File: config.mk
export PLATFORM = sky130hd
export DESIGN_NAME = batch_coalescing_flush_buffer_unit
export DESIGN_NICKNAME = d
export VERILOG_FILES = /design/src/design/cbfb_pkg.sv /design/src/design/cbfb_front.sv /design/src/design/cbfb_cmd_fifo.sv /design/src/design/cbfb_back.sv /design/src/design/batch_coalescing_flush_buffer_unit.sv
export SDC_FILE = /design/constraint.sdc
export NUM_CORES = 2
export LEC_CHECK = 0
export ABC_AREA = 1
export BUFFER_PORTS_ARGS = -buffer_cell sky130_fd_sc_hd__buf_2
export CORE_AREA = 2 2 353 355
export CTS_CLUSTER_SIZE = 24
export DETAILED_ROUTE_END_ITERATION = 10
export DIE_AREA = 0 0 355 357
export PLACE_DENSITY = 0.66
export SLEW_MARGIN = 0
export SYNTH_ARGS = -nofsm -noshare
export SYNTH_HDL_FRONTEND = slang
export SYNTH_SLANG_ARGS = --single-unit
export TNS_END_PERCENT = 5
File: constraint.sdc
create_clock -name clk -period 12.8 [get_ports clk]
set_input_delay 0.64 -clock clk [delete_from_list [all_inputs] [get_ports clk]]
set_output_delay 0.64 -clock clk [all_outputs]
set_load 0.02 [all_outputs]
File: src/design/cbfb_pkg.sv
// Package for the batch coalescing flush buffer: sizes, codes, queue command and
// inter-module structs, and the saturating counter and ring index helpers. Depends on nothing.
package cbfb_pkg;

	localparam int BUFFER_DEPTH = 32;
	localparam int DATA_W       = 32;
	localparam int BATCH_W      = 32;
	localparam int TOTAL_W      = 16;
	localparam int TIMER_W      = 16;
	localparam int CNT_W        = $clog2(BUFFER_DEPTH + 1);
	localparam int IDX_W        = (BUFFER_DEPTH > 1) ? $clog2(BUFFER_DEPTH) : 1;

	localparam int FUNC_W       = 2;
	localparam int CFG_IDX_W    = 2;
	localparam int CFG_DATA_W   = 16;
	localparam int S_TDATA_W    = DATA_W + BATCH_W;
	localparam int M_FIELDS_W   = DATA_W + CNT_W + 1;
	localparam int M_TDATA_W    = ((M_FIELDS_W + 7) / 8) * 8;

	localparam int CQ_DEPTH     = 4;
	localparam int CQ_PTR_W     = $clog2(CQ_DEPTH);
	localparam int CQ_CNT_W     = $clog2(CQ_DEPTH + 1);

	localparam logic [FUNC_W-1:0] FUNC_APPEND = 2'd0;
	localparam logic [FUNC_W-1:0] FUNC_TICK   = 2'd1;
	localparam logic [FUNC_W-1:0] FUNC_FLUSH  = 2'd2;

	localparam logic [CFG_IDX_W-1:0] REG_HWM_ENABLE    = 2'd0;
	localparam logic [CFG_IDX_W-1:0] REG_TIMED_ENABLE  = 2'd1;
	localparam logic [CFG_IDX_W-1:0] REG_TIMEOUT_TICKS = 2'd2;

	localparam logic KIND_ACK   = 1'b0;
	localparam logic KIND_ITEM  = 1'b1;

	// At most one queue entry per input: an optional drain followed by an optional ack.
	typedef struct packed {
		logic             do_drain;
		logic [CNT_W-1:0] drain_n;
		logic             drain_final;
		logic             do_ack;
		logic [CNT_W-1:0] ack_count;
		logic             ack_ovf;
	} cmd_t;

	typedef struct packed {
		logic              en;
		logic [IDX_W-1:0]  addr;
		logic [DATA_W-1:0] data;
	} mem_wr_t;

	typedef struct packed {
		logic [CNT_W-1:0] used;
		logic [CNT_W-1:0] item_count;
	} front_status_t;

	typedef enum logic [1:0] {
		BK_IDLE,
		BK_READ,
		BK_SEND,
		BK_ACK
	} back_state_t;

	function automatic logic [TOTAL_W-1:0] sat_inc(input logic [TOTAL_W-1:0] v);
		sat_inc = (v == {TOTAL_W{1'b1}}) ? v : v + 1'b1;
	endfunction

	function automatic logic [IDX_W-1:0] idx_next(input logic [IDX_W-1:0] p);
		idx_next = (p == IDX_W'(BUFFER_DEPTH - 1)) ? '0 : p + 1'b1;
	endfunction

endpackage

File: src/design/cbfb_front.sv
// Front part: accepts input beats and config writes, keeps the batch counters,
// timer and fill state, writes the item store and queues commands. Uses cbfb_pkg.
module cbfb_front import cbfb_pkg::*; (
	input  logic                  clk,
	input  logic                  arst_n,
	input  logic                  s_valid,
	output logic                  s_ready,
	input  logic [FUNC_W-1:0]     func,
	input  logic [DATA_W-1:0]     item_handle,
	input  logic [BATCH_W-1:0]    batch_number,
	input  logic                  cfg_valid,
	output logic                  cfg_ready,
	input  logic [CFG_IDX_W-1:0]  cfg_index,
	input  logic [CFG_DATA_W-1:0] cfg_data,
	input  logic                  cq_full,
	output logic                  cq_push,
	output cmd_t                  cq_cmd,
	output mem_wr_t               mem_wr,
	input  logic                  release_entry,
	output front_status_t         status
);

	logic                 hwm_en_q, timed_en_q;
	logic [TIMER_W-1:0]   timeout_q;
	logic [CNT_W-1:0]     count_q, count_n;
	logic [CNT_W-1:0]     used_q, used_n;
	logic [IDX_W-1:0]     tail_q, tail_n;
	logic [TOTAL_W-1:0]   prev_q, prev_n, cur_q, cur_n;
	logic [BATCH_W-1:0]   id_q, id_n, idm1_q, idm1_n;
	logic                 armed_q, armed_n;
	logic [TIMER_W-1:0]   rem_q, rem_n;
	logic                 accept, cfg_we;

	assign s_ready   = !cq_full && ((used_q != CNT_W'(BUFFER_DEPTH))
	                   || (count_q == CNT_W'(BUFFER_DEPTH)));
	assign cfg_ready = 1'b1;
	assign accept    = s_valid && s_ready;
	assign cfg_we    = cfg_valid && cfg_ready;
	assign status    = '{used: used_q, item_count: count_q};

	always_comb begin
		count_n = count_q;
		tail_n  = tail_q;
		prev_n  = prev_q;
		cur_n   = cur_q;
		id_n    = id_q;
		idm1_n  = idm1_q;
		armed_n = armed_q;
		rem_n   = rem_q;
		cq_push = 1'b0;
		cq_cmd  = '0;
		mem_wr  = '0;
		if (accept) begin
			unique case (func)
				FUNC_APPEND: begin
					if (count_q == CNT_W'(BUFFER_DEPTH)) begin
						// full: drop the item, ack with overflow only
						cq_push          = 1'b1;
						cq_cmd.do_ack    = 1'b1;
						cq_cmd.ack_count = count_q;
						cq_cmd.ack_ovf   = 1'b1;
					end else begin
						mem_wr  = '{en: 1'b1, addr: tail_q, data: item_handle};
						tail_n  = idx_next(tail_q);
						count_n = count_q + 1'b1;
						if (hwm_en_q) begin
							if (id_q != '0 && batch_number == idm1_q) begin
								prev_n = sat_inc(prev_q);
							end else if (batch_number == id_q) begin
								cur_n = sat_inc(cur_q);
							end else if (batch_number > id_q) begin
								prev_n = cur_q;
								cur_n  = TOTAL_W'(1);
								id_n   = batch_number;
								idm1_n = batch_number - 1'b1;
							end
							if (prev_n == '0 || prev_n == cur_n) begin
								cq_cmd.do_drain    = 1'b1;
								cq_cmd.drain_n     = count_n;
								cq_cmd.drain_final = 1'b0;
								count_n = '0;
								armed_n = 1'b0;
								rem_n   = '0;
							end
						end
						if (timed_en_q && count_n != '0 && !armed_n) begin
							armed_n = 1'b1;
							rem_n   = timeout_q;
						end
						cq_push          = 1'b1;
						cq_cmd.do_ack    = 1'b1;
						cq_cmd.ack_count = count_n;
					end
				end
				FUNC_TICK: begin
					if (armed_q) begin
						if (rem_q <= TIMER_W'(1)) begin
							cq_push            = (count_q != '0);
							cq_cmd.do_drain    = 1'b1;
							cq_cmd.drain_n     = count_q;
							cq_cmd.drain_final = 1'b1;
							count_n = '0;
							armed_n = 1'b0;
							rem_n   = '0;
						end else begin
							rem_n = rem_q - 1'b1;
						end
					end
				end
				FUNC_FLUSH: begin
					cq_push            = (count_q != '0);
					cq_cmd.do_drain    = 1'b1;
					cq_cmd.drain_n     = count_q;
					cq_cmd.drain_final = 1'b1;
					count_n = '0;
					armed_n = 1'b0;
					rem_n   = '0;
				end
				default: begin
				end
			endcase
		end
		if (cfg_we && cfg_index == REG_HWM_ENABLE) begin
			prev_n = '0;
			cur_n  = '0;
			id_n   = '0;
			idm1_n = '1;
		end
	end

	always_comb begin
		used_n = used_q;
		if (mem_wr.en && !release_entry) begin
			used_n = used_q + 1'b1;
		end else if (!mem_wr.en && release_entry) begin
			used_n = used_q - 1'b1;
		end
	end

	always_ff @(posedge clk or negedge arst_n) begin
		if (!arst_n) begin
			hwm_en_q   <= 1'b0;
			timed_en_q <= 1'b0;
			timeout_q  <= '0;
			count_q    <= '0;
			used_q     <= '0;
			tail_q     <= '0;
			prev_q     <= '0;
			cur_q      <= '0;
			id_q       <= '0;
			idm1_q     <= '1;
			armed_q    <= 1'b0;
			rem_q      <= '0;
		end else begin
			count_q <= count_n;
			used_q  <= used_n;
			tail_q  <= tail_n;
			prev_q  <= prev_n;
			cur_q   <= cur_n;
			id_q    <= id_n;
			idm1_q  <= idm1_n;
			armed_q <= armed_n;
			rem_q   <= rem_n;
			if (cfg_we) begin
				unique case (cfg_index)
					REG_HWM_ENABLE:    hwm_en_q   <= cfg_data[0];
					REG_TIMED_ENABLE:  timed_en_q <= cfg_data[0];
					REG_TIMEOUT_TICKS: timeout_q  <= cfg_data[TIMER_W-1:0];
					default: begin
					end
				endcase
			end
		end
	end

endmodule

File: src/design/cbfb_cmd_fifo.sv
// Short command queue between front and back parts.
// Uses cmd_t and queue sizes from cbfb_pkg.
module cbfb_cmd_fifo import cbfb_pkg::*; (
	input  logic clk,
	input  logic arst_n,
	input  logic push,
	input  cmd_t push_cmd,
	output logic full,
	output logic not_empty,
	input  logic pop,
	output cmd_t head_cmd
);

	cmd_t                entries [CQ_DEPTH];
	logic [CQ_PTR_W-1:0] wr_ptr_q, rd_ptr_q;
	logic [CQ_CNT_W-1:0] fill_q;
	logic                do_push, do_pop;

	assign full      = (fill_q == CQ_CNT_W'(CQ_DEPTH));
	assign not_empty = (fill_q != '0);
	assign head_cmd  = entries[rd_ptr_q];
	assign do_push   = push && !full;
	assign do_pop    = pop && not_empty;

	always_ff @(posedge clk) begin
		if (do_push) begin
			entries[wr_ptr_q] <= push_cmd;
		end
	end

	always_ff @(posedge clk or negedge arst_n) begin
		if (!arst_n) begin
			wr_ptr_q <= '0;
			rd_ptr_q <= '0;
			fill_q   <= '0;
		end else begin
			if (do_push) begin
				wr_ptr_q <= (wr_ptr_q == CQ_PTR_W'(CQ_DEPTH - 1)) ? '0 : wr_ptr_q + 1'b1;
			end
			if (do_pop) begin
				rd_ptr_q <= (rd_ptr_q == CQ_PTR_W'(CQ_DEPTH - 1)) ? '0 : rd_ptr_q + 1'b1;
			end
			if (do_push && !do_pop) begin
				fill_q <= fill_q + 1'b1;
			end else if (!do_push && do_pop) begin
				fill_q <= fill_q - 1'b1;
			end
		end
	end

endmodule

File: src/design/cbfb_back.sv
// Back part: holds the item store ring, pops queued commands, drains items oldest
// first and sends acks through the output register. Uses cbfb_pkg.
module cbfb_back import cbfb_pkg::*; (
	input  logic              clk,
	input  logic              arst_n,
	input  mem_wr_t           mem_wr,
	input  logic              cq_not_empty,
	input  cmd_t              cq_head,
	output logic              cq_pop,
	output logic              release_entry,
	output logic              out_valid,
	input  logic              out_ready,
	output logic              out_kind,
	output logic [DATA_W-1:0] out_item,
	output logic [CNT_W-1:0]  out_count,
	output logic              out_ovf,
	output logic              out_last
);

	logic [DATA_W-1:0] store [BUFFER_DEPTH];
	logic [DATA_W-1:0] rdata_q;
	back_state_t       state_q, state_n;
	cmd_t              cmd_q;
	logic [CNT_W-1:0]  rem_q;
	logic [IDX_W-1:0]  head_q;
	logic              out_free, rd_en, load_item, load_ack;

	assign out_free = !out_valid || out_ready;

	always_comb begin
		state_n = state_q;
		unique case (state_q)
			BK_IDLE: begin
				if (cq_not_empty) begin
					if (cq_head.do_drain && cq_head.drain_n != '0) begin
						state_n = BK_READ;
					end else if (cq_head.do_ack) begin
						state_n = BK_ACK;
					end
				end
			end
			BK_READ: state_n = BK_SEND;
			BK_SEND: begin
				if (out_free) begin
					if (rem_q == CNT_W'(1)) begin
						state_n = cmd_q.do_ack ? BK_ACK : BK_IDLE;
					end else begin
						state_n = BK_READ;
					end
				end
			end
			BK_ACK: begin
				if (out_free) begin
					state_n = BK_IDLE;
				end
			end
			default: state_n = BK_IDLE;
		endcase
	end

	always_comb begin
		cq_pop    = 1'b0;
		rd_en     = 1'b0;
		load_item = 1'b0;
		load_ack  = 1'b0;
		unique case (state_q)
			BK_IDLE: cq_pop    = cq_not_empty;
			BK_READ: rd_en     = 1'b1;
			BK_SEND: load_item = out_free;
			BK_ACK:  load_ack  = out_free;
			default: begin
			end
		endcase
	end

	assign release_entry = load_item;

	always_ff @(posedge clk) begin
		if (mem_wr.en) begin
			store[mem_wr.addr] <= mem_wr.data;
		end
		if (rd_en) begin
			rdata_q <= store[head_q];
		end
	end

	always_ff @(posedge clk) begin
		if (cq_pop) begin
			cmd_q <= cq_head;
		end
	end

	always_ff @(posedge clk or negedge arst_n) begin
		if (!arst_n) begin
			state_q   <= BK_IDLE;
			rem_q     <= '0;
			head_q    <= '0;
			out_valid <= 1'b0;
		end else begin
			state_q <= state_n;
			if (cq_pop) begin
				rem_q <= cq_head.drain_n;
			end else if (load_item) begin
				rem_q  <= rem_q - 1'b1;
			end
			if (load_item) begin
				head_q <= idx_next(head_q);
			end
			if (load_item || load_ack) begin
				out_valid <= 1'b1;
			end else if (out_ready) begin
				out_valid <= 1'b0;
			end
		end
	end

	always_ff @(posedge clk) begin
		if (load_item) begin
			out_kind  <= KIND_ITEM;
			out_item  <= rdata_q;
			out_count <= rem_q - 1'b1;
			out_ovf   <= 1'b0;
			out_last  <= cmd_q.drain_final && (rem_q == CNT_W'(1));
		end else if (load_ack) begin
			out_kind  <= KIND_ACK;
			out_item  <= '0;
			out_count <= cmd_q.ack_count;
			out_ovf   <= cmd_q.ack_ovf;
			out_last  <= 1'b1;
		end
	end

endmodule

File: src/design/batch_coalescing_flush_buffer_unit.sv
// Batch coalescing flush buffer, top level. An append ack passes the command queue,
// the back's idle and ack states and the output register; each flushed item is a store
// read, then a send. The front takes one input beat a cycle until the 4-entry command
// queue fills or the ring is full but the batch is not; the back runs one command at a time.
// Reset (arst_n, async, low): clears counters, timer, config, pointers and queue;
// the item store is not cleared and needs no clearing pass.
module batch_coalescing_flush_buffer_unit import cbfb_pkg::*; (
	input  logic                  clk,
	input  logic                  arst_n,
	input  logic                  s_axis_tvalid,
	output logic                  s_axis_tready,
	input  logic [S_TDATA_W-1:0]  s_axis_tdata,  // item_handle[31:0], batch_number[63:32]
	input  logic [FUNC_W-1:0]     s_axis_tuser,  // func[1:0]
	output logic                  m_axis_tvalid,
	input  logic                  m_axis_tready,
	output logic [M_TDATA_W-1:0]  m_axis_tdata,  // flushed_item, buffered_count, overflow
	output logic                  m_axis_tuser,  // kind
	output logic                  m_axis_tlast,  // last_of_run
	input  logic                  cfg_valid,
	output logic                  cfg_ready,
	input  logic [CFG_IDX_W-1:0]  cfg_index,
	input  logic [CFG_DATA_W-1:0] cfg_data
);

	// front to queue to back wiring
	logic          cq_full, cq_push, cq_not_empty, cq_pop;
	cmd_t          cq_cmd, cq_head;
	mem_wr_t       mem_wr;
	logic          release_entry;
	front_status_t fstat;

	logic [DATA_W-1:0] out_item;
	logic [CNT_W-1:0]  out_count;
	logic              out_ovf;

	// Front: classify each beat, update batch totals and timer, write the store
	// and queue at most one command (drain and/or ack) per beat.
	cbfb_front u_front (
		.clk          (clk),
		.arst_n       (arst_n),
		.s_valid      (s_axis_tvalid),
		.s_ready      (s_axis_tready),
		.func         (s_axis_tuser),
		.item_handle  (s_axis_tdata[DATA_W-1:0]),
		.batch_number (s_axis_tdata[S_TDATA_W-1:DATA_W]),
		.cfg_valid    (cfg_valid),
		.cfg_ready    (cfg_ready),
		.cfg_index    (cfg_index),
		.cfg_data     (cfg_data),
		.cq_full      (cq_full),
		.cq_push      (cq_push),
		.cq_cmd       (cq_cmd),
		.mem_wr       (mem_wr),
		.release_entry(release_entry),
		.status       (fstat)
	);

	// Decouple front and back so each side stalls on its own.
	cbfb_cmd_fifo u_cmd_fifo (
		.clk      (clk),
		.arst_n   (arst_n),
		.push     (cq_push),
		.push_cmd (cq_cmd),
		.full     (cq_full),
		.not_empty(cq_not_empty),
		.pop      (cq_pop),
		.head_cmd (cq_head)
	);

	// Back: drain from the store ring oldest first, then send the ack.
	cbfb_back u_back (
		.clk          (clk),
		.arst_n       (arst_n),
		.mem_wr       (mem_wr),
		.cq_not_empty (cq_not_empty),
		.cq_head      (cq_head),
		.cq_pop       (cq_pop),
		.release_entry(release_entry),
		.out_valid    (m_axis_tvalid),
		.out_ready    (m_axis_tready),
		.out_kind     (m_axis_tuser),
		.out_item     (out_item),
		.out_count    (out_count),
		.out_ovf      (out_ovf),
		.out_last     (m_axis_tlast)
	);

	// Pack result fields from bit 0 up, zero-fill to a whole byte.
	assign m_axis_tdata = {{(M_TDATA_W - M_FIELDS_W){1'b0}}, out_ovf, out_count, out_item};

`ifndef SYNTHESIS
	// Physical occupancy of the ring never exceeds its depth.
	assert property (@(posedge clk) disable iff (!arst_n)
		fstat.used <= CNT_W'(BUFFER_DEPTH))
		else $error("store ring over-filled");

	// Buffered items are always a subset of entries still held in the ring.
	assert property (@(posedge clk) disable iff (!arst_n)
		fstat.item_count <= fstat.used)
		else $error("logical count exceeds ring occupancy");

	// Never write the store when every entry is still waiting to drain.
	assert property (@(posedge clk) disable iff (!arst_n)
		mem_wr.en |-> (fstat.used < CNT_W'(BUFFER_DEPTH)))
		else $error("store write into a full ring");

	// The front never queues a command the queue cannot hold.
	assert property (@(posedge clk) disable iff (!arst_n)
		cq_push |-> !cq_full)
		else $error("command queue overrun");
`endif

endmodule
* Word level (Yosys, flattened, before mapping)
Memories as Yosys holds them, arrays and structs flattened. A register that Yosys moved wholly into a read port is not among the register bits. Cells that the tools add are included.
Storage, ports and cells: memory bits (writable) 1088, bits of input ports 89, flip-flop bits (word level) 219, memories kept 2, word-level logic and storage cells 252
Memories:
- u_back.store | words 32, bits a word 32, rd ports 1, clocked after memory_dff 1, wr ports 1, RTL line cbfb_back.sv:20 | logic [DATA_W-1:0] store [BUFFER_DEPTH];
- u_cmd_fifo.entries | words 4, bits a word 16, rd ports 1, clocked after memory_dff 0, wr ports 1, RTL line cbfb_cmd_fifo.sv:14 | cmd_t entries [CQ_DEPTH];
Cells by class: add/subtract/negate cells 14, multiplexer cells 119, equality and inequality tests 32, reduce and logical (&&, ||, !) cells 54, order comparisons 2, bitwise gates (word level) 1
Operators with widths (number):
- $mux W32 | 18
- $mux W16 | 33
- $mux W38 | 3
- $mux W6 | 15
- $eq A32 B32 Y1 | 2
- $mux W8 | 6
- $pmux W16 S3 | 1
- $add A16 B1 Y16 const B | 2
- $eq A16 B16 Y1 const B | 2
- $gt A32 B32 Y1 | 1
- $reduce_bool A32 Y1 | 1
- $sub A32 B1 Y32 const B | 1
- $mux W1 | 25
- $pmux W8 S3 | 1
- $mux W2 | 9
- $pmux W6 S3 | 1
- $reduce_bool A2 Y1 | 9
- $reduce_bool A6 Y1 | 3
- $eq A16 B16 Y1 | 1
- $le A16 B1 Y1 const B | 1
- $logic_not A16 Y1 | 1
- $sub A16 B1 Y16 const B | 1
- $logic_and A1 B1 Y1 | 14
- $add A6 B1 Y6 const B | 2
- other kinds (30) | 69

* Logic depth before layout (Yosys ltp)
depth in word-level cells 21, gate-level depth with buffers 36

* Modules after synthesis
A second synthesis with hierarchy kept.
Unflattened totals: cells, all modules 6607, area total of the unflattened synthesis 63056.7 µm²
By module, submodules not included:
- cbfb_back | cells an instance 4678, area each 48446.5 µm², instances 1, seq. area each 33542.2 µm²
- cbfb_front | cells an instance 1680, area each 11352.1 µm², instances 1, seq. area each 3743.6 µm²
- cbfb_cmd_fifo | cells an instance 246, area each 3239.4 µm², instances 1, seq. area each 2097.0 µm²
- batch_coalescing_flush_buffer_unit | cells an instance 3, area each 18.8 µm², instances 1, seq. area each 0.0 µm²

* Least setup slack after synthesis
OpenSTA, ideal clock, no wires.
path kind register to register, from register u_front.count_q[0], to memory u_back.store[0][0] (enable), cell stages (with the launch flop) 15, path buffers 2, arrival time 5.685 ns, library setup time 0.501 ns, setup slack 6.614 ns, cell sequence dfrtp_1 -> inv_1 -> ha_1 -> nand4_1 -> nor2_1 -> inv_1 -> a41oi_1 -> nand2_1 -> nor2_1 -> inv_1 -> nor2_1 -> inv_1 -> clkbuf_1 -> buf_1 -> nor4_1
On the way: word-level cells in the longest chain between the ends 7
Ends and longest elaborated chain:
- start, declared | RTL line cbfb_front.sv:25 | logic [CNT_W-1:0] count_q, count_n;
- start signal, assigned | RTL line cbfb_front.sv:155 | count_q <= count_n;
- $eq A6 B6 Y1 * | RTL line cbfb_front.sv:35 | || (count_q == CNT_W'(BUFFER_DEPTH)));
- $logic_or A1 B1 Y1 * | RTL line cbfb_front.sv:35
- $logic_and A1 B1 Y1 * | RTL line cbfb_front.sv:34 | assign s_ready = !cq_full && ((used_q != CNT_W'(BUFFER_DEPTH))
- named net s_axis_tready | RTL line batch_coalescing_flush_buffer_unit.sv:11 | output logic s_axis_tready,
- $logic_and A1 B1 Y1 * | RTL line cbfb_front.sv:37 | assign accept = s_valid && s_ready;
- $mux W38 * | RTL line cbfb_front.sv:53 | if (accept) begin
- $mux W1 | RTL line cbfb_back.sv:79 | if (mem_wr.en) begin
- $mux W1 (implied by the code) | RTL line cbfb_back.sv:80 | store[mem_wr.addr] <= mem_wr.data;
- end, declared | RTL line cbfb_back.sv:20
Mark *: on every way through the listed nets, which the timed path passes. The rest lies on a longest branch.

* Worst setup path in the final report
from register u_front.count_q[0], to memory u_back.store[29][31] (enable)
On the way: word-level cells in the longest chain between the ends 7
Ends and longest elaborated chain (RTL line):
- $eq A6 B6 Y1 * | cbfb_front.sv:35, cbfb_front.sv:56
- $logic_or A1 B1 Y1 | cbfb_front.sv:35
- $logic_and A1 B1 Y1 | cbfb_front.sv:34
- $logic_and A1 B1 Y1 | cbfb_front.sv:37
- $mux W38 * | cbfb_front.sv:53
- $mux W1 | cbfb_back.sv:79
- $mux W1 (implied by the code) | cbfb_back.sv:80
Every way passes the cells marked *; elsewhere a longest branch is shown, timed or not.

==> results.toml <==
[clock_network]
clk_pin_slew_ps = 60
cts_resized = 0
cts_root_buf = "clkbuf_16"
cts_inserted_buffers = 139
clock_latency_ps = 770
cts_tree = "yes"
hold_buffers = 1
cts_buffer_depth = 3
htreeDepth = 4
cts_sinks = 1339
post_cts_buffers = 0

[detailed_routing]
routed_wl_mm = 153.1
ant_nets = 0
routed_via_density = 5.767
drt-pass1-iter-count = 8
routedWlPerCell_um = 21.93
drt_iter0_drc = 4743
route.detailed.drc = 0
vias = 40260

[pwr]
p_per_area_mw_per_mm2 = 208.9
p_leak_nw = 23.48
irDropWorstVdd_mv = 0.1417

[sta]
whs_ps = 101.6
hold_viol_final = 0
clock-skew-final_ps = 40.68
max_freq_mhz = 192.1
setup_viol = 0
fin_crit_ps = 5205
fin_setup_tns_ps = 0
finalCritPeriodShare_pct = 40.66
tightest_slew_ps = 1288
maxSlewViolCount = 0
rsz0062_at_grt = "false"
max-slew-margin-rel_pct = 13.93

[floorplan]
die_x_um = 355
io_pins = 134
rows = 129
core_sq_mm = 0.1230
die_h_um = 357
start_util_pct = 46.67
dieArea_sq_mm = 0.1267

[synthesis]
synthSimpleGateAreaFrac_pct = 12.66
postSynthCellCount = 5153
synth-xor-area-share_pct = 0.8065
syn_area_sq_mm = 0.05740
syn_avg_cell_area_sq_um = 11.14
synth_top_family_by_area = "simple AND/OR/NAND/NOR gates"
synth-compound-area-share_pct = 12.24
async_flop_share_pct = 12.62
yosysWarnings = 0
synth_seq_area_share_pct = 68.61
synthMuxAreaShare_pct = 0.01962
synth_nets = 5304
synth_seq_cells = 1339
ys_types = 64
ys.flop_type = "edfxtp_1"
synthAdderAreaFrac_pct = 1.378
synth_edf_count = 1168

[worst_setup_path]
r2r-start = "u_front.count_q[0]$_DFFE_PN0P_"
start_kind = "flop"
worst_ep_arrival_time_ps = 5630
crit_end = "u_back.store[29][31]$_DFFE_PP_"
crit_type = "reg -> reg"
cp-end-kind = "flop"
r2r_setup_slack_ps = 7600
rr_worst_depth = 17
worstPathMaxFanout = 47
critical_path.startpoint = "u_front.count_q[0]$_DFFE_PN0P_"
required_ps = 13230
r2r_end = "u_back.store[29][31]$_DFFE_PP_"

[place]
io_buffers = 131
dp.cells = 6726
dp_hpwl_mm = 88.27
gp_congestion = 0.9280

[job]
drv_cap = 0

[grt]
grt_pass1_vias = 38440
grt_max_degree = 186
antenna_found_initial = 7
overflow = 0
grt_usage_pct = 23.85
grt_pass1_wl_mm = 232.7

[run_status]
status = "finished, final reports clean"

[cells_and_area]
nFillCells = 10590
areaGrowthSynthToFinish_pct = 12.03
fin_util_pct = 52.29
fin_nets = 5382
layout.cells.non_filler = 6982
drive_gt1_share_pct = 10.44

[min_path]
holdCritStartpoint = "s_axis_tdata[32]"
min_path_type = "in -> reg"
[flip-flops by register name, indices dropped and copies added (netlist names), 32 cells and up]
| register | flops |
|---|---|
| u_back.out_item | 32 |
| u_cmd_fifo.entries | 64 |
| u_back.rdata_q | 32 |
| u_front.id_q | 32 |
| u_front.idm1_q | 32 |
| u_back.store | 1024 |
[per-stage QoR]
stage	area (sq um)	power, W	setup slack, ps
global placement	60010	0.009543	7799
finish	64310	0.01344	7595
floorplan	57400	0.008199	6614
detailed placement	60010	0.009616	7734
CTS	64300	0.01343	7708
global route	64300	0.01411	7203
[power by group]
part	switching, W	internal [W]
sequential	0.000228	0.00517
clock	0.00168	0.00216
combinational	0.00301	0.00118
total	0.00492	0.00851
[critical path: stages (launching register included)]
cell	delay, ps
dfrtp_1	420
inv_1	170
ha_1	170
nand4_1	130
nor2_1	360
inv_1	110
a41oi_1	280
nand2_1	120
nor2_1	270
inv_1	90
nor2_1	100
buf_4	200
inv_2	40
buf_4	330
nor2_1	250
nand2_1	470
nor2_4	860
buf_4	440
[worst min-delay path by stage]
| stage | slack, ps | endpoint | depth (start not counted) |
|---|---|---|---|
| 6_report | 100 | u_front.idm1_q[0]$_DFFE_PN1P_ | 2 |
| 5_1_grt | 80 | u_back.out_valid$_DFFE_PN0P_ | 2 |
| 4_1_cts | 50 | u_front.idm1_q[0]$_DFFE_PN1P_ | 2 |
| 3_5_place_dp | 440 | u_back.out_kind$_SDFFE_PP1P_ | 2 |
| 3_3_place_gp | 430 | u_back.out_kind$_SDFFE_PP1P_ | 2 |
| 2_1_floorplan | 340 | u_back.head_q[0]$_DFFE_PN0P_ | 0 |
[cells in the final DEF, fill, tap and decap left out, drive strengths merged, types with 5 or more instances in the layout]
cell type and n:
a21oi 110, a31oi 16, a32o 5, a32oi 6, buf 225, clkbuf 188
clkinv 60, dfrtp 137, dfstp 32, edfxtp 1168, ha 60, inv 341
nand2 623, nand3 138, nand4 41, nor2 947, nor3 23, nor4 6
o21ai 722, o22ai 385, o31ai 14, xnor2 28, xor2 24
[routing by layer]
layer	vias up	GRT usage (%)	part of all wire, %
met3	256	4.128	8.1
met5	-	0	0.022
met2	1782	38.68	47
met4	4	7.381	2.5
li1	18430	-	-
met1	19790	32.97	42
[cell usage after synthesis (all sizes together) (4+ instances only)]
cell	count	area share (%)
a21oi	110	0.99
a31oi	16	0.17
a32o	5	0.087
a32oi	6	0.092
buf	37	0.39
clkbuf	252	1.6
dfrtp	137	6.0
dfstp	32	1.5
edfxtp	1168	61
ha	60	1.3
inv	337	2.2
nand2	623	4.2
nand3	138	1.3
nand3b	4	0.052
nand4	41	0.48
nor2	947	6.2
nor3	23	0.23
nor4	6	0.065
o21ai	722	6.3
o22ai	385	4.2
o31ai	14	0.18
or2	4	0.044
xnor2	28	0.44
xor2	24	0.37
[logic make-up after synthesis]
kind of cell             after synthesis
AO/OA/AOI/OAI                       1273
XOR/XNOR                              52
adder cells (fa/ha/maj)               62
buffers and inverters                629
flip-flops                          1339
multiplexers                           1
other                                  2
AND/OR/NAND/NOR                     1795
[area by class of cell]
| class | count | area (sq um) | share of cell area, % |
|---|---|---|---|
| repair buffers | 226 | 1415 | 2.201 |
| clock buffers | 188 | 3777 | 5.874 |
| inverters | 340 | 1292 | 2.010 |
| clock inverters | 66 | 510.5 | 0.7938 |
| flip-flops and latches | 1339 | 39400 | 61.27 |
| well taps | 1637 | 2048 | 3.185 |
| multi-input cells | 3185 | 15860 | 24.67 |
| diodes | 1 | 2.502 | 0.003891 |
Note: power is estimated with default switching activity, not from simulation.
